### config.mk
export PLATFORM = sky130hd
export DESIGN_NAME = smx_queue_ctrl
export DESIGN_NICKNAME = d
export VERILOG_FILES = /design/src/design/smx_pkg.sv /design/src/design/smx_queue_ctrl.sv
export SDC_FILE = /design/constraint.sdc
export NUM_CORES = 1
export LEC_CHECK = 0
export ABC_AREA = 1
export BUFFER_PORTS_ARGS = -buffer_cell sky130_fd_sc_hd__buf_2
export CAP_MARGIN = 20
export CORE_UTILIZATION = 50
export CTS_BUF_LIST = sky130_fd_sc_hd__clkbuf_8
export CTS_CLUSTER_SIZE = 16
export DETAILED_ROUTE_END_ITERATION = 12
export GPL_ROUTABILITY_DRIVEN = 1
export PLACE_DENSITY = 0.7
export SYNTH_ARGS = -nofsm -noshare
export SYNTH_HDL_FRONTEND = slang
export SYNTH_SLANG_ARGS = --single-unit
### constraint.sdc
create_clock -name clk -period 5.1 [get_ports clk]
set_input_delay 0.255 -clock clk [delete_from_list [all_inputs] [get_ports clk]]
set_output_delay 0.255 -clock clk [all_outputs]
set_load 0.02 [all_outputs]
### src/design/smx_pkg.sv
// ----------------------------------------------------------------------------
// smx_pkg
// Shared types, constants and helpers for the six-channel serial mux block.
// ----------------------------------------------------------------------------
package smx_pkg;

  localparam int NUM_CHANNELS = 6;
  localparam int QUEUE_DEPTH  = 128;

  localparam int CH_IDX_W = (NUM_CHANNELS > 1) ? $clog2(NUM_CHANNELS) : 1;
  localparam int PTR_W    = $clog2(QUEUE_DEPTH);
  localparam int CNT_W    = $clog2(QUEUE_DEPTH + 1);
  localparam int RAM_DEPTH = NUM_CHANNELS * QUEUE_DEPTH;
  localparam int ADDR_W   = $clog2(RAM_DEPTH);
  localparam int TX_FULL  = QUEUE_DEPTH - 1;

  // Field widths fixed by the register map
  localparam int CHAR_W    = 7;
  localparam int PRESENT_W = 6;
  localparam int FILL_W    = 7;
  localparam int MUX_W     = 6;
  localparam int CFG_W     = 7;
  localparam int CMP_W     = (CNT_W > FILL_W) ? CNT_W : FILL_W;

  localparam int MUX_IE_BIT = 4;

  // Bus register offsets
  localparam logic [2:0] REG_INT_ID = 3'd0;
  localparam logic [2:0] REG_STATUS = 3'd2;
  localparam logic [2:0] REG_DATA   = 3'd3;
  localparam logic [2:0] REG_MUX    = 3'd4;

  // Configuration register indexes
  localparam logic CFG_PRESENT = 1'b0;
  localparam logic CFG_FILL    = 1'b1;

  localparam logic [7:0] RD_NONE   = 8'hff;
  localparam logic [7:0] STAT_RX   = 8'h02;
  localparam logic [7:0] STAT_TX   = 8'h41;
  localparam logic [5:0] PRESENT_RST = 6'd63;
  localparam logic [6:0] FILL_RST    = 7'd35;

  typedef enum logic [1:0] {
    FUNC_BUS_RD  = 2'd0,
    FUNC_BUS_WR  = 2'd1,
    FUNC_LINE_RX = 2'd2,
    FUNC_LINE_TX = 2'd3
  } func_t;

  typedef struct packed {
    logic              we;
    logic [ADDR_W-1:0] waddr;
    logic [CHAR_W-1:0] wdata;
    logic              re;
    logic [ADDR_W-1:0] raddr;
  } mem_cmd_t;

  typedef struct packed {
    logic [7:0] read_data;
    logic       rd_pop;
    logic       tx_valid;
    logic       rx_accepted;
    logic       write_dropped;
    logic       irq;
  } res_t;

  function automatic logic [ADDR_W-1:0] queue_addr(input logic [CH_IDX_W-1:0] ch,
                                                   input logic [PTR_W-1:0] ptr);
    queue_addr = ADDR_W'(ch) * ADDR_W'(QUEUE_DEPTH) + ADDR_W'(ptr);
  endfunction

  function automatic logic [PTR_W-1:0] ptr_inc(input logic [PTR_W-1:0] ptr);
    ptr_inc = (ptr == PTR_W'(QUEUE_DEPTH - 1)) ? '0 : ptr + 1'b1;
  endfunction

endpackage

### src/design/smx_queue_ctrl.sv
// ----------------------------------------------------------------------------
// smx_queue_ctrl
// Per-channel queue pointers, counts, enables and mux control; decodes one
// beat per cycle while item_go is high and issues queue memory accesses.
// ----------------------------------------------------------------------------
module smx_queue_ctrl
  import smx_pkg::*;
(
  input  logic                 clk,
  input  logic                 rst_n,
  input  logic                 item_go,
  input  func_t                func,
  input  logic [2:0]           reg_offset,
  input  logic [2:0]           channel,
  input  logic [7:0]           data,
  input  logic [PRESENT_W-1:0] present_mask,
  input  logic [FILL_W-1:0]    fill_limit,
  output res_t                 res,
  output mem_cmd_t             rx_cmd,
  output mem_cmd_t             tx_cmd
);

  logic [MUX_W-1:0] mux_r, mux_nxt;
  logic [1:0]       en_r      [NUM_CHANNELS];
  logic [1:0]       en_nxt    [NUM_CHANNELS];
  logic [PTR_W-1:0] rx_rp_r   [NUM_CHANNELS];
  logic [PTR_W-1:0] rx_rp_nxt [NUM_CHANNELS];
  logic [PTR_W-1:0] rx_wp_r   [NUM_CHANNELS];
  logic [PTR_W-1:0] rx_wp_nxt [NUM_CHANNELS];
  logic [CNT_W-1:0] rx_cnt_r  [NUM_CHANNELS];
  logic [CNT_W-1:0] rx_cnt_nxt[NUM_CHANNELS];
  logic [PTR_W-1:0] tx_rp_r   [NUM_CHANNELS];
  logic [PTR_W-1:0] tx_rp_nxt [NUM_CHANNELS];
  logic [PTR_W-1:0] tx_wp_r   [NUM_CHANNELS];
  logic [PTR_W-1:0] tx_wp_nxt [NUM_CHANNELS];
  logic [CNT_W-1:0] tx_cnt_r  [NUM_CHANNELS];
  logic [CNT_W-1:0] tx_cnt_nxt[NUM_CHANNELS];

  logic [7:0]              pres_ext;
  logic [NUM_CHANNELS-1:0] pres_vec;
  logic [NUM_CHANNELS-1:0] cause_vec;
  logic                    sel_ok;
  logic [2:0]              mux_m1;
  logic [CH_IDX_W-1:0]     sel;
  logic                    ch_ok;
  logic [CH_IDX_W-1:0]     chi;
  logic [7:0]              int_id;
  logic                    found;

  always_comb begin
    mux_nxt    = mux_r;
    en_nxt     = en_r;
    rx_rp_nxt  = rx_rp_r;
    rx_wp_nxt  = rx_wp_r;
    rx_cnt_nxt = rx_cnt_r;
    tx_rp_nxt  = tx_rp_r;
    tx_wp_nxt  = tx_wp_r;
    tx_cnt_nxt = tx_cnt_r;
    res    = '0;
    rx_cmd = '0;
    tx_cmd = '0;

    pres_ext = 8'(present_mask);
    for (int c = 0; c < NUM_CHANNELS; c++) begin
      pres_vec[c] = pres_ext[c];
    end

    sel_ok = (mux_r[2:0] != 3'd0) && (mux_r[2:0] <= 3'(NUM_CHANNELS));
    mux_m1 = mux_r[2:0] - 3'd1;
    sel    = CH_IDX_W'(mux_m1);
    ch_ok  = channel < 3'(NUM_CHANNELS);
    chi    = CH_IDX_W'(channel);

    // Lowest channel wins, input ranked above output
    int_id = '0;
    found  = 1'b0;
    for (int c = 0; c < NUM_CHANNELS; c++) begin
      if (!found) begin
        if (en_r[c][1] && rx_cnt_r[c] != '0) begin
          int_id = 8'((c + 1) * 8 + 4);
          found  = 1'b1;
        end else if (en_r[c][0] && tx_cnt_r[c] < CNT_W'(TX_FULL)) begin
          int_id = 8'((c + 1) * 8);
          found  = 1'b1;
        end
      end
    end

    if (item_go) begin
      unique case (func)
        FUNC_BUS_RD: begin
          res.read_data = RD_NONE;
          case (reg_offset)
            REG_INT_ID: begin
              if (mux_r[2:0] == 3'd0) res.read_data = int_id;
            end
            REG_STATUS: begin
              res.read_data = '0;
              if (sel_ok) begin
                if (rx_cnt_r[sel] != '0) res.read_data = res.read_data | STAT_RX;
                if (tx_cnt_r[sel] < CNT_W'(TX_FULL)) begin
                  res.read_data = res.read_data | STAT_TX;
                end
              end
            end
            REG_DATA: begin
              if (sel_ok && rx_cnt_r[sel] != '0) begin
                res.rd_pop      = 1'b1;
                rx_cmd.re       = 1'b1;
                rx_cmd.raddr    = queue_addr(sel, rx_rp_r[sel]);
                rx_cnt_nxt[sel] = rx_cnt_r[sel] - 1'b1;
                rx_rp_nxt[sel]  = ptr_inc(rx_rp_r[sel]);
                // Rewind both pointers once the queue drains
                if (rx_cnt_r[sel] == CNT_W'(1)) begin
                  rx_rp_nxt[sel] = '0;
                  rx_wp_nxt[sel] = '0;
                end
              end
            end
            default: ;
          endcase
        end
        FUNC_BUS_WR: begin
          case (reg_offset)
            REG_INT_ID: begin
              if (sel_ok) en_nxt[sel] = data[2:1];
            end
            REG_DATA: begin
              if (sel_ok && pres_vec[sel]) begin
                if (tx_cnt_r[sel] >= CNT_W'(TX_FULL)) begin
                  res.write_dropped = 1'b1;
                end else begin
                  tx_cmd.we       = 1'b1;
                  tx_cmd.waddr    = queue_addr(sel, tx_wp_r[sel]);
                  tx_cmd.wdata    = data[CHAR_W-1:0];
                  tx_wp_nxt[sel]  = ptr_inc(tx_wp_r[sel]);
                  tx_cnt_nxt[sel] = tx_cnt_r[sel] + 1'b1;
                end
              end
            end
            REG_MUX: mux_nxt = data[MUX_W-1:0];
            default: ;
          endcase
        end
        FUNC_LINE_RX: begin
          if (ch_ok && pres_vec[chi] &&
              CMP_W'(rx_cnt_r[chi]) < CMP_W'(fill_limit) &&
              rx_cnt_r[chi] < CNT_W'(QUEUE_DEPTH)) begin
            rx_cmd.we       = 1'b1;
            rx_cmd.waddr    = queue_addr(chi, rx_wp_r[chi]);
            rx_cmd.wdata    = data[CHAR_W-1:0];
            rx_wp_nxt[chi]  = ptr_inc(rx_wp_r[chi]);
            rx_cnt_nxt[chi] = rx_cnt_r[chi] + 1'b1;
            res.rx_accepted = 1'b1;
          end
        end
        FUNC_LINE_TX: begin
          if (ch_ok && pres_vec[chi] && tx_cnt_r[chi] != '0) begin
            res.tx_valid    = 1'b1;
            tx_cmd.re       = 1'b1;
            tx_cmd.raddr    = queue_addr(chi, tx_rp_r[chi]);
            tx_cnt_nxt[chi] = tx_cnt_r[chi] - 1'b1;
            tx_rp_nxt[chi]  = ptr_inc(tx_rp_r[chi]);
            if (tx_cnt_r[chi] == CNT_W'(1)) begin
              tx_rp_nxt[chi] = '0;
              tx_wp_nxt[chi] = '0;
            end
          end
        end
        default: ;
      endcase
    end

    // Level after this beat's updates
    for (int c = 0; c < NUM_CHANNELS; c++) begin
      cause_vec[c] = (en_nxt[c][0] && tx_cnt_nxt[c] < CNT_W'(TX_FULL)) ||
                     (en_nxt[c][1] && rx_cnt_nxt[c] != '0);
    end
    res.irq = mux_nxt[MUX_IE_BIT] && (|cause_vec);
  end

  always_ff @(posedge clk) begin
    if (!rst_n) begin
      mux_r <= '0;
      for (int c = 0; c < NUM_CHANNELS; c++) begin
        en_r[c]     <= '0;
        rx_rp_r[c]  <= '0;
        rx_wp_r[c]  <= '0;
        rx_cnt_r[c] <= '0;
        tx_rp_r[c]  <= '0;
        tx_wp_r[c]  <= '0;
        tx_cnt_r[c] <= '0;
      end
    end else if (item_go) begin
      mux_r    <= mux_nxt;
      en_r     <= en_nxt;
      rx_rp_r  <= rx_rp_nxt;
      rx_wp_r  <= rx_wp_nxt;
      rx_cnt_r <= rx_cnt_nxt;
      tx_rp_r  <= tx_rp_nxt;
      tx_wp_r  <= tx_wp_nxt;
      tx_cnt_r <= tx_cnt_nxt;
    end
  end

endmodule

# Yosys cells after proc, flatten, opt, wreduce, memory -nomap -nowiden
# Index checks and enable logic that the tools add are counted.
dict set report totals {
  ff_bits 281
  input_bits 32
  out_inout_bits 71
  word_cells 319
}
dict set report op_classes {
  addsub 13
  n_lt_le_gt_ge 24
  eq_ne 21
  muxes 143
  bitwise 8
  reduce_logical 66
}
# operator n
set ops {}
lappend ops {{two-way mux 42 bit} 11}
lappend ops {{two-way mux 48 bit} 9}
lappend ops {{two-way mux 8 bit} 27}
lappend ops {{bitwise mux 48 bit} 4}
lappend ops {{one-hot mux 48 bit (2 select lines)} 2}
lappend ops {{bitwise AND 42 bit} 4}
lappend ops {{bitwise mux 42 bit} 4}
lappend ops {{one-hot mux 42 bit (2 select lines)} 2}
lappend ops {{two-way mux 7 bit} 16}
lappend ops {{nonzero test 8 bit} 14}
lappend ops {{two-way mux 18 bit} 6}
lappend ops {{< comparator 8 x 7 -> 1 bit (second input constant)} 13}
lappend ops {{binary-select mux 8 bit (select 3 bit)} 4}
lappend ops {{binary-select mux 7 bit (select 3 bit)} 4}
lappend ops {{NOT 42 bit} 2}
lappend ops {{two-way mux 12 bit} 5}
lappend ops {{two-way mux 29 bit} 2}
lappend ops {{two-way mux 11 bit} 5}
lappend ops {{demux 8 bit (select 3 bit)} 2}
lappend ops {{demux 7 bit (select 3 bit)} 2}
lappend ops {{adder 10 x 7 -> 10 bit} 4}
lappend ops {{logical AND 1 bit} 34}
lappend ops {{adder 7 x 1 -> 7 bit (second input constant)} 4}
lappend ops {{== test 7 bit (second input constant)} 4}
lappend ops {{38 further kinds} 91}

# Depth between registers and ports, before layout
# Gate-level depths: netlist of run 1.
dict set report logic_depth {
  ltp_word 23
  depth_mapped 34
  ltp_nobuf 30
}

# Worst setup path before layout of run 1
# No wires, ideal clock.
dict set report synth_timing {
  path_kind {reg-to-output}
  from {register mux_r[0]}
  to {output res[0] (netlist bit)}
  arrival_time_ps 3752
  required_time_ps 4845
  slack_ps 1093
  path_stages_with_launch 34
  n_path_buf 8
  path_cell_list {dfxtp_1 > buf_4 > inv_2 > buf_4 > buf_2 > ha_1 > buf_4 > buf_2 > buf_4 > nand2_1 > nand2_1 > nand2_1 > nand3_4 > inv_1 > ha_1 > inv_1 > nor2_2 > nand2_2 > buf_6 > nand3_2 > buf_6 > nand2_1 > nand3_1 > nand2_1 > a21oi_1 > nand2_1 > nor2_1 > nand2_1 > nand2_1 > nand2_1 > nor2_1 > nand3_1 > nand2_1 > inv_1}
}
# element line
set synth_lines {}
lappend synth_lines {{from (decl)} smx_queue_ctrl.sv:23} ;# logic [MUX_W-1:0] mux_r, mux_nxt;
lappend synth_lines {{from (signal assigned)} smx_queue_ctrl.sv:195} ;# mux_r <= mux_nxt;
lappend synth_lines {{to (decl)} smx_queue_ctrl.sv:18} ;# output res_t res,

==> results.ini, run 1 <==
[run_status]
status = finished clean

[clock_tree]
clk_pin_slew_ns = 0.06
htree_levels = 2
cts.sinks = 280
clockBufferDepth = 3
worstSkewPairLatency_ns = 0.68
cts-root-buf = clkbuf_8
cts_tree = built
cts_buffers = 51

[timing]
rsz0062_at_grt = false
setup_viol = 0
tns_ns = 0
post-route-period-util_pct = 97.0
worst_pin_slew_ns = 1.04
fin_skew_ns = 0.0511
max_freq_mhz = 202
slew_headroom_pct = 30.9
hold_viol_final = 0
drv_slew = 0
fin_crit_ns = 4.95

[logic_synthesis]
synth_top_area_share_pct = 25.9
synth_top_area_cell = dfxtp_1
ys.warnings.count = 0
synth.top_cells.by_area = dfxtp_1 26%, nand2_1 22%, nor2_1 7.2%
synth-seq-area-share_pct = 25.9
synth.most_common_cell = nand2_1
synth_area_mm2 = 0.0216
synth_commonest_cells = 1269 x nand2_1, 413 x nor2_1, 315 x inv_1
syn_inst = 3725
synthFlopType = dfxtp_1
ys_types = 69
postSynth.asyncResetShare_pct = 0
syn-num-nets = 3777
ys_seq_elements = 280
synth.avg_cell_area_um2 = 5.81
synth_edf_count = 0

[power]
power_density_mw_per_mm2 = 236
leakagePower_uw = 0.0111
peakVddDrop_mv = 0.234

[worst_hold_path]
worstHoldStart = data[2]
hold_path_end = en_r[1]$_SDFFE_PN0P_
hp-class = in2reg
hold_depth = 3

[final_layout]
drive_above_1_share_pct = 12.1
area_growth_pct = 11.1
antennaDiodeCount = 0
postLayoutCoreUtil_pct = 56.8
nets = 3849

[setup_path]
rrSetupSlack_ns = 0.61
path_class = reg2out
reg2reg_depth = 22
reg2reg_from = mux_r[0]$_SDFFE_PN0P_
endpoint_kind = output port
reg2reg_to = tx_wp_r[17]$_SDFFE_PN0P_
worstPathMaxFanout = 15
cp-start-kind = register
worstPathRequired_ns = 4.85
arrival_ns = 4.69
cp-startpoint = mux_r[0]$_SDFFE_PN0P_

[global_routing]
grt_use_total_pct = 38.8
grt_remaining_overflow = 0
grt_pass1_vias = 22600
antenna_found_initial = 3
grt_pass1_wl_um = 133000
grt_start_max_net_pins = 104

[placement]
dp_hpwl_um = 61700
place_congestion = 1.02
portBuffers = 101

[die]
boundaryPins = 103
core_area_mm2 = 0.0423
die_area_mm2 = 0.0441
rows = 75
dieWidth_um = 210
initial_core_util_pct = 51.1
die_y_um = 210

[routing]
wl_um = 88500
wire_per_inst_um = 20.0
routed_via_density = 5.89
antenna_left = 0
firstDrtPassIters = 7
route.detailed.drc = 0
vias = 26000
drt_iter0_drc = 3680

[job]
cap_violations = 0

[placed cells by master (no fill, tap or decap), types with 6 or more instances in the layout]
cell type  instances
nand2_4            6
o22ai_1           27
ha_1              18
nand4_1           71
inv_2             42
o21ai_1           60
nand3_1          299
a31oi_1           14
xor2_1             6
o211ai_1          11
nand3_2            9
nand2_1         1267
clkbuf_8          68
o21ai_0          163
mux2i_1            6
nor2_2            22
inv_1            329
a21oi_1          299
buf_2            102
nand2_2           17
buf_4             95
nor2_4            19
o32ai_1           35
nor4_1            13
nor2_1           405
a21oi_2           11
nor3_1            11
dfxtp_1          279
a311oi_1           6
nand3_4           11
[logic make-up after synthesis]
logic type | share of synthesized area, %
AND/OR/NAND/NOR | 43.2
buffers and inverters | 10.9
XOR/XNOR | 0.555
AO/OA/AOI/OAI | 18.0
adder cells (fa/ha/maj) | 1.16
multiplexers | 0.277
flip-flops | 25.9
[per-stage QoR]
stage / worst slack, ns / total power (uW) / area (um^2) / hold slack [ns] / cells
CTS: 0.00169 / 5640 / 23800 / 0.0245 / 4402
finish: 0.152 / 5680 / 24100 / 0.0593 / 4415
global placement: 0.359 / 3360 / 22600 / 0.452 / 4305
detailed placement: 0.310 / 3360 / 22700 / 0.455 / 4306
global route: 0.0167 / 5850 / 24100 / 0.0870 / 4415
floorplan: 1.09 / 3010 / 21600 / 0.408 / 3725
[what timing repair did]
action	in CTS	in global routing
hold buffers	2	0
buffers inserted	0	11
resized for setup	10	32
cloned	0	2
setup endpoints to repair	1	1
pin swaps	0	5
hold endpoints to repair	2	0
[area by class of cell]
class                   count  area [um^2]
fillers                  4399        18300
multi-input cells        2893        13800
flip-flops and latches    280         5610
repair buffers            208         1410
inverters                 363         1390
clock buffers              68          936
well taps                 577          722
clock inverters            26          150
[metal layers]
| metal | share of wire [%] | track usage (%) | vias to the layer above | wire, um |
|---|---|---|---|---|
| li1 | - | - | 12300 | - |
| met1 | 41 | 54.2 | 11600 | 36000 |
| met5 | 0.038 | 0 | - | 34 |
| met3 | 14 | 10.0 | 295 | 12500 |
| met2 | 40 | 55.3 | 1765 | 35700 |
| met4 | 4.8 | 18.6 | 6 | 4280 |
[worst max-delay path: stages (launching register included)]
cell	delay, ns
dfxtp_4	0.39
inv_6	0.15
ha_1	0.21
inv_1	0.07
nand2_1	0.10
nand2_4	0.08
buf_4	0.17
nor2_2	0.24
nand2_2	0.32
nor2_1	0.37
inv_1	0.12
nor2_4	0.24
nand2_1	0.08
nand3_1	0.07
nand2_1	0.05
a21oi_1	0.21
nand2_1	0.09
nor2_1	0.09
nand2_1	0.12
nand2_1	0.09
nand3_1	0.16
nor2_2	0.22
nand3_4	0.15
nand2_1	0.08
inv_1	0.03
buf_2	0.15
[worst max-delay path by stage]
stage / end / slack (ns) / cells past startpoint
after CTS: res[0] / 0.002 / 26
after floorplan: res[0] / 1.09 / 33
after global routing: res[0] / 0.02 / 29
after global placement: res[0] / 0.36 / 29
after detailed placement: res[0] / 0.31 / 29
final: res[0] / 0.15 / 25
[power by group]
group          internal (uW)  switching, uW  total, uW
Clock                   1240           1060       2310
Combinational            293            783       1080
Sequential              2240           57.3       2290
Total                   3770           1900       5680
Note: power is estimated with default switching activity, not from simulation.
==> run 2, diff against run 1 <==
--- a/config.mk
+++ b/config.mk
@@ -8,6 +8,7 @@
 export ABC_AREA = 1
 export BUFFER_PORTS_ARGS = -buffer_cell sky130_fd_sc_hd__buf_2
 export CAP_MARGIN = 20
+export CORE_MARGIN = 5
 export CORE_UTILIZATION = 50
 export CTS_BUF_LIST = sky130_fd_sc_hd__clkbuf_8
 export CTS_CLUSTER_SIZE = 16
@@ -17,3 +18,4 @@
 export SYNTH_ARGS = -nofsm -noshare
 export SYNTH_HDL_FRONTEND = slang
 export SYNTH_SLANG_ARGS = --single-unit
+export TNS_END_PERCENT = 20
==> results.ini, run 2 (synthesis results as in run 1) <==
[run_status]
status = finished clean  ; unchanged

[power]
seq_power_share_pct = 39.5  ; was 40.4%
p_total_uw = 5790  ; was 5680 uW
power_density_mw_per_mm2 = 240  ; was 236 mW/mm^2
clkPwrFrac_pct = 42.2  ; was 40.6%
leakagePower_uw = 0.0111  ; about the same
p_sw_uw = 1930  ; was 1900 uW
internal-power_uw = 3870  ; was 3770 uW
combPwrFrac_pct = 18.3  ; was 19.0%
peakVddDrop_mv = 0.182  ; was 0.234 mV
sw_frac_of_total_pct = 33.3  ; was 33.5%

[placement]
portBuffers = 101  ; unchanged
place_congestion = 1.03  ; was 1.02
place_area_mm2 = 0.0226  ; was 0.0227 mm^2
dp_hpwl_um = 60500  ; was 61700 um

[timing]
max_freq_mhz = 203  ; was 202 MHz
post-route-period-util_pct = 96.7  ; was 97.0%
fin_skew_ns = 0.0408  ; was 0.0511 ns
slew_headroom_pct = 30.8  ; was 30.9%
hold_viol_final = 0  ; unchanged
fin_crit_ns = 4.93  ; was 4.95 ns
worst_pin_slew_ns = 1.04  ; about the same
drv_slew = 0  ; unchanged
setup_viol = 0  ; unchanged

[final_layout]
final_common_cell = nand2_1  ; unchanged
nets = 3855  ; was 3849
final_cell_mix = 1269 x nand2_1, 404 x nor2_1, 327 x inv_1  ; was 1267 x nand2_1, 405 x nor2_1, 329 x inv_1
drive_above_1_share_pct = 12.3  ; was 12.1%
finalInstanceArea_mm2 = 0.0241  ; about the same
multi_input_area_mm2 = 0.0139  ; was 0.0138 mm^2
fillers = 4549  ; was 4399
area_growth_pct = 11.5  ; was 11.1%
regArea_mm2 = 0.00561  ; unchanged

[global_routing]
met3_usage_pct = 9.32  ; was 10.0%
grt_use_total_pct = 34.9  ; was 38.8%
grt_pass1_wl_um = 132000  ; was 133000 um
use_met1_pct = 49.6  ; was 54.2%
use_met2_pct = 50.4  ; was 55.3%
grt_busiest_layer = met2  ; unchanged
grt_remaining_overflow = 0  ; unchanged
antenna_found_initial = 3  ; unchanged
grt_start_max_net_pins = 106  ; was 104
grt_pass1_vias = 22700  ; was 22600

[routing]
vias = 26000  ; about the same
drt_iter0_drc = 4028  ; was 3680
route.detailed.drc = 0  ; unchanged
wl_um = 87900  ; was 88500 um
wire_per_inst_um = 19.8  ; was 20.0 um
firstDrtPassIters = 7  ; unchanged
routed_via_density = 5.87  ; was 5.89
antenna_left = 0  ; unchanged

[die]
core_area_mm2 = 0.0430  ; was 0.0423 mm^2
initial_core_util_pct = 50.4  ; was 51.1%
die_y_um = 218  ; was 210 um
rows = 76  ; was 75
boundaryPins = 103  ; unchanged
die_area_mm2 = 0.0476  ; was 0.0441 mm^2
dieWidth_um = 218  ; was 210 um

[setup_path]
worstPathRequired_ns = 4.85  ; about the same
arrival_ns = 4.68  ; was 4.69 ns
max_stage_delay_ns = 0.36  ; was 0.39 ns
cp-start-kind = register  ; unchanged
endpoint_kind = output port  ; unchanged
worstPathMaxFanout = 8  ; was 15
critical_path.slowest_cell = dfxtp_4  ; unchanged
cpMostUsedCell = nand2_1  ; unchanged
path_class = reg2out  ; unchanged

[clock_tree]
worstSkewPairLatency_ns = 0.70  ; was 0.68 ns
cts-root-buf = clkbuf_8  ; unchanged
htree_levels = 2  ; unchanged
cts_buffers = 53  ; was 51
clockBufferDepth = 3  ; unchanged
cts_tree = built  ; unchanged
cts.sinks = 280  ; unchanged
clk_pin_slew_ns = 0.07  ; was 0.06 ns

[worst_hold_path]
hp-class = in2reg  ; unchanged

[job]
cap_violations = 0  ; unchanged

run 2: cell count changes in the layout (fill, tap and decap cells not counted), sizes merged:
cell and change:
buf +3, clkinv -2, clkbuf -3, bufinv +3, diode +1, clkinvlp +2
run 2: path summary, 6_finish.rpt:
check,start,end,cells past startpoint,slack (ns)
worst min-delay path,data[2],en_r[1]$_SDFFE_PN0P_,3,0.04
worst min register to register,register,register,2,0.46
worst max-delay path,mux_r[0]$_SDFFE_PN0P_,res[0],28,0.17
worst max register to register,mux_r[0]$_SDFFE_PN0P_,tx_wp_r[31]$_SDFFE_PN0P_,22,0.80
run 2: metal layers:
| metal | routed length (um) | vias up |
|---|---|---|
| met5 | 21 | - |
| met4 | 3840 | 4 |
| met3 | 13000 | 274 |
| met2 | 35700 | 1799 |
| met1 | 35300 | 11600 |
| li1 | - | 12300 |
run 2: through the flow:
step | hold WS, ns | setup TNS [ns] | util [%] | std cells | setup WS (ns)
6_report | 0.0418 | 0 | 56.2 | 4427 | 0.167
5_1_grt | 0.0558 | -0.00000133 | 56.2 | 4426 | -0.00000133
4_1_cts | 0.00168 | 0 | 55.4 | 4407 | 0.0000790
3_5_place_dp | 0.455 | 0 | 52.6 | 4308 | 0.429
3_3_place_gp | 0.452 | 0 | 52.6 | 4308 | 0.541
2_1_floorplan | 0.408 | 0 | - | 3725 | 1.09
run 2: critical path, delay by kind of cell, from the launching register on:
kind	cells	cell delay, ns
simple gates	20	2.44
buf+inv	5	0.58
fa+ha+maj	2	0.44
compound gates	1	0.19
flops	1	0.36
run 2: area by class of cell:
cell class / instances / share of cell area [%]
antenna: 1 / 0.0104
sequential: 280 / 23.2
tap: 585 / 3.03
clock buffer: 64 / 3.65
multi-input combinational: 2893 / 57.4
timing repair buffer: 212 / 5.92
clock inverter: 29 / 1.04
inverter: 363 / 5.72
run 2: timing repair:
| item | in CTS | in global routing |
|---|---|---|
| gates resized for setup | 7 | 33 |
| buffers inserted | 4 | 17 |
| endpoints found under the setup margin | 1 | 1 |
| hold buffers | 2 | 0 |
| pin swaps | 1 | 7 |
| hold endpoints to repair | 2 | 0 |
| cloned | 0 | 2 |
run 2: power by group through the flow:
| stage | Clock (uW) | Combinational, uW | Sequential, uW |
|---|---|---|---|
| finish | 2440 | 1060 | 2290 |
| CTS | 2450 | 1010 | 2280 |
| detailed placement | 0 | 1000 | 2330 |
| global placement | 0 | 999 | 2330 |
| floorplan | 0 | 700 | 2310 |
| global route | 2550 | 1140 | 2290 |
